--- src/sv/isu_pkg.sv ---
package isu_pkg;

  localparam int OPCODE_W     = 3;
  localparam int POS_W        = 7;
  localparam int WORD_W       = 32;
  localparam int STATUS_W     = 2;
  localparam int COUNT_W      = 7;
  localparam int CAPACITY_DEF = 64;

  typedef enum logic [OPCODE_W-1:0] {
    OP_APPEND   = 3'd0,
    OP_POP_TAIL = 3'd1,
    OP_POP_HEAD = 3'd2,
    OP_READ     = 3'd3,
    OP_INSERT   = 3'd4
  } op_t;

  typedef enum logic [STATUS_W-1:0] {
    ST_OK    = 2'd0,
    ST_RANGE = 2'd1,
    ST_FULL  = 2'd2
  } st_t;

  // per-cycle command broadcast to every cell of the row
  typedef enum logic [2:0] {
    CMD_HOLD,
    CMD_APPEND,
    CMD_POP_HEAD,
    CMD_INSERT,
    CMD_LOAD_TAP,
    CMD_SHIFT_TAP
  } cell_cmd_t;

  typedef enum logic {
    S_IDLE,
    S_SEEK
  } state_t;

endpackage

--- src/sv/isu_cell.sv ---
// One storage slot of the row plus one stage of the read tap line.
module isu_cell #(
  parameter int IDX  = 0,
  parameter int SELW = 7
) (
  input  logic                                clk,
  input  isu_pkg::cell_cmd_t                  cmd,
  input  logic [SELW-1:0]                     sel,
  input  logic signed [isu_pkg::WORD_W-1:0]   word_in,
  input  logic signed [isu_pkg::WORD_W-1:0]   left_word,
  input  logic signed [isu_pkg::WORD_W-1:0]   right_word,
  input  logic signed [isu_pkg::WORD_W-1:0]   right_tap,
  output logic signed [isu_pkg::WORD_W-1:0]   word,
  output logic signed [isu_pkg::WORD_W-1:0]   tap
);

  localparam logic [SELW-1:0] MY_IDX = SELW'(IDX);

  always_ff @(posedge clk) begin
    unique case (cmd)
      isu_pkg::CMD_APPEND: begin
        if (sel == MY_IDX) word <= word_in;
      end
      isu_pkg::CMD_POP_HEAD: begin
        word <= right_word;
      end
      isu_pkg::CMD_INSERT: begin
        // slots at and past the insert point move one place toward the tail
        if (sel == MY_IDX) begin
          word <= word_in;
        end else if (MY_IDX > sel) begin
          word <= left_word;
        end
      end
      isu_pkg::CMD_LOAD_TAP: begin
        tap <= word;
      end
      isu_pkg::CMD_SHIFT_TAP: begin
        tap <= right_tap;
      end
      default: begin
      end
    endcase
  end

endmodule

--- config.mk ---
export PLATFORM = sky130hd
export DESIGN_NAME = isu_cell
export DESIGN_NICKNAME = d
export VERILOG_FILES = /design/src/sv/isu_pkg.sv /design/src/sv/isu_cell.sv
export SDC_FILE = /design/constraint.sdc
export NUM_CORES = 1
export LEC_CHECK = 0
export ABC_AREA = 1
export BUFFER_PORTS_ARGS = -buffer_cell sky130_fd_sc_hd__buf_2
export CORE_UTILIZATION = 49
export DETAILED_ROUTE_END_ITERATION = 7
export PLACE_DENSITY = 0.87
export RECOVER_POWER = 50
export SETUP_SLACK_MARGIN = 0.5
export SLEW_MARGIN = 20
export SYNTH_ARGS = -nofsm -noshare
export SYNTH_HDL_FRONTEND = slang
export SYNTH_SLANG_ARGS = --single-unit
--- constraint.sdc ---
create_clock -name clk -period 7.2 [get_ports clk]
set_input_delay 0.72 -clock clk [delete_from_list [all_inputs] [get_ports clk]]
set_output_delay 0.72 -clock clk [all_outputs]
set_load 0.03 [all_outputs]
# Word level (Yosys, flattened, before mapping)
# Index checks and enable logic that the tools add are counted.
op_classes:
  order_cmp: 1
  n_eq_ne: 7
  muxes: 5
  reduce_logical: 4
ops:
  columns: ["cell", "count"]
  rows:
  - ["$mux 32", 3]
  - ["$pmux 32 s3", 1]
  - ["$pmux 32 s2", 1]
  - ["$gt 1x7->1 const A", 1]
  - ["$logic_not 7->1", 1]
  - ["$eq 3x2->1 const B", 2]
  - ["$eq 3x3->1 const B", 2]
  - ["$eq 3x1->1 const B", 1]
  - ["$ne 3x3->1 const B", 1]
  - ["$reduce_and 3->1", 1]
  - ["$reduce_bool 3->1", 1]
  - ["$ne 2x2->1 const B", 1]
  - ["$reduce_bool 2->1", 1]
word_totals:
  ff_bits: 64
  in_bits: 139

# Logic depth before layout (Yosys ltp)
# Gate-level depths: netlist of the first run.
depth:
  ltp_word: 4
  ltp_mapped: 7
  ltp_nobuf: 6

# Worst setup path after synthesis of the first run
# No wires, ideal clock.
synth_timing:
  path_type: "input -> register"
  from: "in cmd[2]"
  to: "reg word[0] in the netlist's numbering (enable)"
  setup_ns: 0.466
  arrival_ns: 3.353
  required_time_ns: 6.734
  slack_ns: 3.381
  stages: 4
  n_path_buf: 1
  path_cell_list: "inv_2 -> nand2_4 -> buf_2 -> o21ai_0"
synth_via:
  elab_chain_len: 3
  word_cells_on_any_way: 7
  cone_classes: "eq/ne (5); reduce/logical (2)"
synth_rtl:
  columns: ["item", "line_no", "rtl"]
  rows:
  - ["start: declaration", "isu_cell.sv:7", "input isu_pkg::cell_cmd_t cmd,"]
  - ["$eq 3x2->1 / $eq 3x1->1 (equally long branches)", "isu_cell.sv:20", "unique case (cmd)"]
  - ["$ne 3x3->1 (no line) (tied with other cells)", null, null]
  - ["$reduce_and 3->1 (no line) (*)", null, null]
  - ["end signal: assignment", "isu_cell.sv:22", "if (sel == MY_IDX) word <= word_in;"]
  - ["end signal: assignment", "isu_cell.sv:25", "word <= right_word;"]
  - ["end signal: assignment", "isu_cell.sv:30", "word <= word_in;"]
  - ["end: declaration", "isu_cell.sv:13", "output logic signed [isu_pkg::WORD_W-1:0] word,"]
# Mark *: on every way between the ends. The rest lies on a longest branch, timed or not.
# A chain may end at the register's enable or synchronous reset.

# Final worst setup path of the first run
layout_timing:
  from: "in cmd[2]"
  to: "reg tap[25] in the netlist's numbering (data pin)"
layout_via:
  elab_chain_len: 2
  word_cells_on_any_way: 3
  cone_classes: "eq/ne (2); mux (1)"
layout_rtl:
  columns: ["item", "line_no", "rtl"]
  rows:
  - ["$eq 3x3->1", "isu_cell.sv:20", null]
  - ["$pmux 32 s2 (*)", "isu_cell.sv:20", null]
  - ["end signal: assignment", "isu_cell.sv:36", "tap <= word;"]
  - ["end signal: assignment", "isu_cell.sv:39", "tap <= right_tap;"]
  - ["end: declaration", "isu_cell.sv:14", "output logic signed [isu_pkg::WORD_W-1:0] tap"]
# Marks and branches as above.

==> run_results.csv, run 1 <==
group,metric,value,unit
synthesis,synth.distinct_cells,16,
global_route,grt_pass1_wl,15700,um
global_route,grt_max_degree,65,
power,power_frac_seq,0.498,
global_route,grt-ovfl-total,0,
synthesis,yosys.area.top_type_share,0.522,
sta,fin_skew,0.00681,ns
synthesis,synth_ff_type,"edfxtp_1",
detailed_routing,num_vias,3829,
floorplan,rows,31,
critical_path,cp_data_required_time,7.39,ns
power,power_switching,0.243,mW
power,power.clock.fraction,0.319,
detailed_routing,totalWireLength,10700,um
clocking,clock_latency,0.33,ns
synthesis,synth_area,3680,um^2
power,combinationalPowerShare,0.183,
critical_path,crit_fanout,64,
final_layout,final_util,0.658,
floorplan,die_area,7860,um^2
final_layout,finish.net_count,759,
sta,tightest_slew,2.80,ns
power,p_int,0.647,mW
hold_path,hold_class,"reg2reg",
placement,dp_hpwl,7710,um
sta,setup_tns,0,ns
critical_path,arrival,3.64,ns
synthesis,yosysSeqAreaShare,0.522,
critical_path,cp-start-kind,"primary input",
clocking,cts_resized,0,
status,failed_checks,"capacitance limit, slew limit",
clocking,cts_tree,"built",
sta,relSlewSlack,-0.869,
placement,port_buffers,202,
clocking,ctsHtreeMaxLevel,3,
clocking,numCtsBuffers,9,
synthesis,synth-edff-count,64,
synthesis,synth_largest_area_cell,"edfxtp_1",
detailed_routing,vias_per_cell,5.29,
synthesis,synth-async-reset-ratio,0,
placement,place_congestion,0.887,
power,ir_drop,0.113,mV
floorplan,die_w,88.6,um
floorplan,start_util,0.507,
detailed_routing,drtPass1Iterations,5,
clocking,cts_buffer_depth,2,
detailed_routing,drc,0,
placement,place_ws,4.08,ns
power,p_total,0.890,mW
clocking,clkTransAtPathRegs,0.07,ns
clocking,post_cts_buffers,0,
detailed_routing,wl_per_cell,14.8,um
sta,setup_viol,0,
sta,min_period,3.46,ns
synthesis,yosys-top-cells-area,"edfxtp_1 52%, nand3_1 13%, nand2_1 10%",
sta,min_period_over_period,0.480,
synthesis,yosys_warnings,0,
power,swShare,0.273,
synthesis,synth_most_common_cell,"nand2_1",
global_route,grt_usage,0.271,
final_layout,drive_gt1_frac,0.251,
synthesis,synth_fp_nets,574,
status,status,"finished with violations",
synthesis,syn_inst,435,
floorplan,top_level_ports,203,
critical_path,worstSetupPathType,"in2reg",
final_layout,area_delta_synth_final,29.7,%
power,power_density,186,nW/um^2
critical_path,end_kind,"flip-flop",
run,max-cap-violations,1,
clocking,clockRootBuffer,"clkbuf_8",
global_route,antenna_found_initial,0,
synthesis,synth_common_cells,"100 x nand2_1, 96 x nand3_1, 68 x inv_1",
clocking,clkSinkCount,64,
detailed_routing,drt_iter0_markers,246,
synthesis,syn_avg_cell_area,8.46,um^2
global_route,grt_pass1_vias,3440,
power,power_leakage,2.25,nW
sta,fin_ws,3.74,ns
final_layout,antenna_cells,0,
sta,rsz0062_at_grt,"false",
synthesis,synth-seq-cells,64,
clocking,ctsHoldBuffers,0,
sta,drv_slew,65,
sta,hold_violations,0,
detailed_routing,ant_nets,0,
sta,fmax,289,MHz
floorplan,coreArea,7250,um^2
floorplan,die_y,88.6,um
==> state kept, by name, summed over array words and instances (netlist names) <==
register  flops
word         32
tap          32
==> layer usage <==
layer	vias to the layer above	global-route usage	part of all wire
li1	1844	-	-
met1	1724	0.303	0.36
met2	237	0.471	0.52
met3	24	0.0849	0.099
met4	0	0.126	0.020
met5	-	0	0
==> power by group through the flow <==
stage	Combinational [mW]	Clock [mW]	Sequential, mW
global placement	0.162	0	0.449
finish	0.163	0.284	0.443
detailed placement	0.166	0	0.450
CTS	0.167	0.288	0.442
global route	0.179	0.304	0.445
floorplan	0.0654	0	0.480
==> worst max-delay path: stages <==
cell      delay [ns]
clkbuf_1        0.15
inv_1           0.12
nor2_1          0.16
clkbuf_1        2.01
nand3_1         0.26
nand2_1         0.19
==> area by class of cell <==
class                   instances  area, um^2
clock buffers                  11         131
clock inverters                 5        47.5
fillers                       675        2480
inverters                      69         259
multi-input cells             271        1340
flip-flops and latches         64        1920
well taps                      99         124
repair buffers                205         948
==> layout by cell type, fill, tap and decap left out, drive strengths merged <==
cell | netlist | layout
a22oi | 32 | 32
buf | 22 | 139
bufinv | 0 | 1
clkbuf | 9 | 77
clkinv | 0 | 4
edfxtp | 64 | 64
inv | 69 | 69
nand2 | 102 | 102
nand3 | 96 | 96
nand4 | 1 | 1
nor2 | 7 | 7
o21ai | 33 | 33
==> final timing paths <==
path	startpoint	to	slack, ns	cells after the start
worst max-delay path	cmd[2]	tap[25]	3.74	6
worst min-delay path	word[30]	tap[30]	0.56	2
worst max register to register	word[17]	tap[17]	6.28	2
worst min register to register	word[30]	tap[30]	0.56	2
==> metrics by stage <==
step                cells  instance area [um^2]  hold WS (ns)
global route          724                  4770         0.582
finish                724                  4770         0.557
detailed placement    708                  4690         0.537
CTS                   724                  4860         0.554
global placement      708                  4690         0.522
floorplan             435                  3680         0.728
==> logic make-up (layout without fill, tap and decap cells) <==
kind of cell           after synthesis  count (layout)  synth area share
AOI/OAI and AO/OA                   65              65             0.110
DFF                                 64              64             0.522
buffers and inverters              100             290             0.114
and+or+nand+nor                    206             206             0.253
Power figures use the tool's default switching activity.
==> run 2, diff against run 1 <==
--- a/config.mk
+++ b/config.mk
@@ -7,9 +7,9 @@
 export LEC_CHECK = 0
 export ABC_AREA = 1
 export BUFFER_PORTS_ARGS = -buffer_cell sky130_fd_sc_hd__buf_2
-export CORE_UTILIZATION = 49
+export CORE_UTILIZATION = 45
 export DETAILED_ROUTE_END_ITERATION = 7
-export PLACE_DENSITY = 0.87
+export PLACE_DENSITY = 0.81
 export RECOVER_POWER = 50
 export SETUP_SLACK_MARGIN = 0.5
 export SLEW_MARGIN = 20
==> constraint.sdc (replaced) <==
create_clock -name clk -period 3.4 [get_ports clk]
set_input_delay 0.34 -clock clk [delete_from_list [all_inputs] [get_ports clk]]
set_output_delay 0.34 -clock clk [all_outputs]
set_load 0.03 [all_outputs]
==> run_results.csv, run 2 (synthesized netlist as in run 1, its figures left out) <==
group,metric,value,unit
sta,rsz0062_at_grt,"false",
critical_path,cp-start-kind,"primary input",
critical_path,slowest_delay,1.02,ns
detailed_routing,drtPass1Iterations,4,
placement,dpl_cell_area,4700,um^2
power,power_density,396,nW/um^2
clocking,numCtsBuffers,9,
power,ir_drop,0.187,mV
sta,setup_viol,0,
sta,fmax,511,MHz
detailed_routing,drc,0,
clocking,clockRootBuffer,"clkbuf_8",
sta,fin_skew,0.00834,ns
global_route,antenna_found_initial,0,
sta,hold_violations,0,
final_layout,finish.net_count,760,
clocking,cts_tree,"built",
detailed_routing,num_vias,3840,
hold_path,hold_depth,3,
critical_path,worstSetupPathType,"in2reg",
floorplan,die_w,92.4,um
detailed_routing,totalWireLength,11100,um
global_route,grt_pass1_wl,16800,um
detailed_routing,drt_iter0_markers,276,
placement,place_ws,1.20,ns
floorplan,die_area,8540,um^2
final_layout,reg_top3,"tap (32), word (32)",
floorplan,rows,32,
final_layout,stdcell_area,4780,um^2
detailed_routing,vias_per_cell,5.27,
clocking,cts_resized,0,
critical_path,crit_fanout,64,
placement,port_buffers,202,
critical_path,end_kind,"flip-flop",
critical_path,crit_slowest_cell,"clkbuf_2",
status,status,"complete, no violations",
floorplan,start_util,0.471,
critical_path,cp_data_required_time,3.59,ns
critical_path,reg2regPathDepth,2,
placement,dp_cells,712,
critical_path,arrival,2.15,ns
clocking,clock_latency,0.33,ns
clocking,clkSinkCount,64,
final_layout,area_delta_synth_final,30.0,%
power,power_leakage,2.26,nW
sta,drv_slew,0,
floorplan,coreArea,7810,um^2
final_layout,antenna_cells,0,
global_route,grt_usage,0.256,
floorplan,die_y,92.4,um
final_layout,stdcell_count,728,
placement,place_congestion,0.872,
sta,relSlewSlack,0.115,
clocking,ctsHoldBuffers,0,
detailed_routing,ant_nets,0,
sta,min_period,1.96,ns
clocking,clkTransAtPathRegs,0.07,ns
sta,min_period_over_period,0.576,
run,max-cap-violations,0,
global_route,grt-ovfl-total,0,
clocking,post_cts_buffers,0,
clocking,cts_buffer_depth,2,
placement,dp_hpwl,7610,um
global_route,grt_max_degree,65,
floorplan,top_level_ports,203,
final_layout,mostFrequentLayoutCells,"137 x buf_2, 100 x nand2_1, 96 x nand3_1",
clocking,ctsHtreeMaxLevel,3,
critical_path,path_cells,"clkbuf_1, inv_1, nor2_1, clkbuf_2, nand3_1, nand2_1",
sta,setup_tns,0,ns
final_layout,final_util,0.613,
global_route,grt_pass1_vias,3499,
final_layout,drive_gt1_frac,0.252,
detailed_routing,wl_per_cell,15.2,um
final_layout,final_common_cell,"buf_2",
sta,tightest_slew,1.33,ns
hold_path,hold_class,"in2reg",
sta,fin_ws,1.44,ns
-- run 2: final timing paths --
path,from,endpoint,slack (ns)
worst max-delay path,cmd[2],tap[21],1.44
worst min register to register,word[3],tap[3],0.55
worst max register to register,word[16],tap[16],2.52
worst min-delay path,right_word[1],word[1],0.31
-- run 2: layout make-up --
cell class	count	area (um^2)
clock buffers	10	128
clock inverters	6	50.0
fillers	706	3020
inverters	69	259
multi-input cells	271	1340
flip-flops and latches	64	1920
well taps	102	128
repair buffers	206	957
-- run 2: worst max-delay path, delay by kind of cell --
family | cells | cell delay, ns
buf+inv | 3 | 1.29
simple gates | 3 | 0.50
-- run 2: report_power, final --
part | internal, mW | total, mW | switching [mW] | leakage [nW]
Combinational | 0.120 | 0.345 | 0.225 | 1.58
Sequential | 0.918 | 0.937 | 0.0184 | 0.588
Clock | 0.328 | 0.611 | 0.283 | 0.0902
-- run 2: stage by stage --
| step | power (mW) | hold slack [ns] |
|---|---|---|
| floorplan | 1.16 | 0.544 |
| global placement | 1.30 | 0.522 |
| detailed placement | 1.31 | 0.530 |
| CTS | 1.90 | 0.296 |
| global route | 1.97 | 0.290 |
| finish | 1.89 | 0.310 |
-- run 2: per-layer routing --
metal | part of all wire | GRT usage | vias to the layer above | routed length, um
met5 | 0 | 0 | - | 0
met4 | 0.020 | 0.0885 | 0 | 218
met3 | 0.081 | 0.0632 | 17 | 898
met2 | 0.50 | 0.440 | 224 | 5550
met1 | 0.40 | 0.311 | 1755 | 4430
li1 | - | - | 1844 | -
==> run 3, diff against run 2 <==
--- a/config.mk
+++ b/config.mk
@@ -5,9 +5,9 @@
 export SDC_FILE = /design/constraint.sdc
 export NUM_CORES = 1
 export LEC_CHECK = 0
-export ABC_AREA = 1
+export ABC_AREA = 0
 export BUFFER_PORTS_ARGS = -buffer_cell sky130_fd_sc_hd__buf_2
-export CORE_UTILIZATION = 45
+export CORE_UTILIZATION = 46
 export DETAILED_ROUTE_END_ITERATION = 7
 export PLACE_DENSITY = 0.81
 export RECOVER_POWER = 50
==> constraint.sdc (replaced) <==
create_clock -name clk -period 1.81 [get_ports clk]
set_input_delay 0.181 -clock clk [delete_from_list [all_inputs] [get_ports clk]]
set_output_delay 0.181 -clock clk [all_outputs]
set_load 0.03 [all_outputs]
==> run_results.csv, run 3 <==
group,metric,value,unit
synthesis,yosysSeqAreaShare,0.491,
sta,setup_viol,0,
global_route,grt-ovfl-total,0,
critical_path,path_delay_family,"simple AND/OR/NAND/NOR gates",
synthesis,yosys_warnings,0,
placement,dp_hpwl,8180,um
floorplan,die_w,94.3,um
synthesis,syn_inst,298,
global_route,grt_max_degree,49,
clocking,numCtsBuffers,9,
sta,min_period,1.41,ns
sta,relSlewSlack,0.405,
status,status,"complete, no violations",
clocking,clockRootBuffer,"clkbuf_8",
final_layout,reg_top3,"tap (32), word (32)",
clocking,ctsHoldBuffers,0,
critical_path,path_buf_inv,2,
synthesis,synth_common_cells,"64 x edfxtp_1, 33 x a21oi_1, 32 x nand2_1, 32 x nand4_1, 31 x nor4bb_1",
synthesis,yosys-top-cells-area,"edfxtp_1 49%, mux2_4 11%, o211ai_2 9.6%",
run,max-cap-violations,0,
sta,fin_skew,0.00616,ns
critical_path,crit_slowest_cell,"mux2_1",
synthesis,synth-edff-count,64,
detailed_routing,num_vias,3452,
final_layout,antenna_cells,0,
critical_path,cp_data_required_time,1.89,ns
sta,tightest_slew,0.893,ns
critical_path,cp-start-kind,"primary input",
power,power_density,678,nW/um^2
clocking,clkTransAtPathRegs,0.07,ns
synthesis,synth.distinct_cells,23,
final_layout,final_common_cell,"buf_2",
detailed_routing,ant_nets,0,
floorplan,top_level_ports,203,
placement,port_buffers,202,
floorplan,rows,33,
detailed_routing,top_layer,"met4",
placement,dp_cells,595,
critical_path,worstSetupPathType,"in2reg",
sta,hold_violations,0,
detailed_routing,totalWireLength,11300,um
sta,fin_ws,0.403,ns
critical_path,crit_fanout,14,
placement,place_ws,0.111,ns
synthesis,synth-seq-cells,64,
global_route,grt_usage,0.255,
final_layout,stdcell_area,5090,um^2
detailed_routing,drc,0,
clocking,cts_buffer_depth,2,
hold_path,hold_class,"in2reg",
sta,min_period_over_period,0.778,
global_route,grt_pass1_wl,16900,um
synthesis,synth_ff_type,"edfxtp_1",
global_route,grt_pass1_vias,3458,
power,power_leakage,2.02,nW
sta,fmax,711,MHz
clocking,cts_tree,"built",
placement,dpl_cell_area,5080,um^2
sta,holdWs,0.122,ns
floorplan,start_util,0.477,
detailed_routing,dr_wl_met2,5740,um
detailed_routing,wl_per_cell,18.5,um
floorplan,die_y,94.3,um
floorplan,die_area,8890,um^2
synthesis,synth_fp_nets,437,
final_layout,mostFrequentLayoutCells,"166 x buf_2, 64 x edfxtp_1, 36 x clkbuf_1",
critical_path,arrival,1.49,ns
sta,drv_slew,0,
detailed_routing,drt_iter0_markers,177,
critical_path,reg2regPathDepth,1,
critical_path,worstReg2RegStart,"word[26]",
final_layout,drive_gt1_frac,0.491,
sta,rsz0062_at_grt,"false",
power,ir_drop,0.281,mV
detailed_routing,drt-met1-wl,4290,um
final_layout,stdcell_count,610,
final_layout,area_delta_synth_final,29.8,%
critical_path,rr_endpoint,"tap[26]",
clocking,clock_latency,0.33,ns
detailed_routing,drtPass1Iterations,4,
floorplan,coreArea,8220,um^2
critical_path,path_cells,"buf_2, nor2b_1, nand2_4, clkbuf_2, mux2_1",
detailed_routing,wl_met3,869,um
detailed_routing,vias_per_cell,5.66,
critical_path,r2r_slack,0.81,ns
critical_path,slowest_delay,0.42,ns
hold_path,holdPathEnd,"tap[17]",
synthesis,synth_most_common_cell,"edfxtp_1",
hold_path,worstHoldStart,"right_tap[17]",
hold_path,hold_depth,2,
placement,place_congestion,0.768,
final_layout,fillers,740,
synthesis,syn_avg_cell_area,13.1,um^2
synthesis,synth_largest_area_cell,"edfxtp_1",
critical_path,end_kind,"flip-flop",
clocking,ctsHtreeMaxLevel,3,
sta,setup_tns,0,ns
synthesis,synth_area,3920,um^2
global_route,antenna_found_initial,0,
synthesis,synth-async-reset-ratio,0,
synthesis,yosys.area.top_type_share,0.491,
final_layout,finish.net_count,640,
clocking,clkSinkCount,64,
==> run 3: cell type report <==
class | instances | area, um^2 | area share
tap | 105 | 131 | 0.0258
multi-input combinational | 202 | 1710 | 0.336
clock buffer | 9 | 124 | 0.0244
sequential | 64 | 1920 | 0.378
clock inverter | 6 | 27.5 | 0.00541
timing repair buffer | 224 | 1170 | 0.231
==> run 3: report_power, final <==
part / internal (mW) / switching (mW)
combinational: 0.299 / 0.402
sequential: 1.72 / 0.0280
clock: 0.467 / 0.530
total: 2.49 / 0.960
==> run 3: per-layer routing <==
layer  vias to the layer above  global-route usage
li1                       1604                   -
met1                      1616               0.284
met2                       196               0.446
met3                        36              0.0502
met4                         0               0.153
met5                         -                   0
==> run 3: worst max path at each step <==
stage	start	depth (start not counted)	end	slack (ns)
2_1_floorplan	sel[3]	3	word[0]	0.10
3_3_place_gp	sel[3]	5	word[6]	0.15
3_5_place_dp	sel[3]	5	word[24]	0.11
4_1_cts	sel[3]	5	word[2]	0.57
5_1_grt	cmd[2]	5	tap[16]	0.31
6_report	cmd[2]	5	tap[16]	0.40
==> run 3: cell families after synthesis <==
family	after synthesis	synth area share
buffers and inverters	32	0.0600
flip-flops	64	0.491
AND/OR/NAND/NOR	105	0.187
AO/OA/AOI/OAI	65	0.142
multiplexers	32	0.121
==> run 3: per-stage QoR <==
stage / power, mW / util
floorplan: 2.22 / -
global placement: 2.50 / 0.619
detailed placement: 2.52 / 0.619
CTS: 3.51 / 0.637
global route: 3.58 / 0.619
finish: 3.45 / 0.619
==> run 3: what timing repair did <==
item | 4_1_cts | 5_1_grt
buffers inserted | 0 | 0
resized for setup | 1 | 0
setup endpoints to repair | 20 | 0
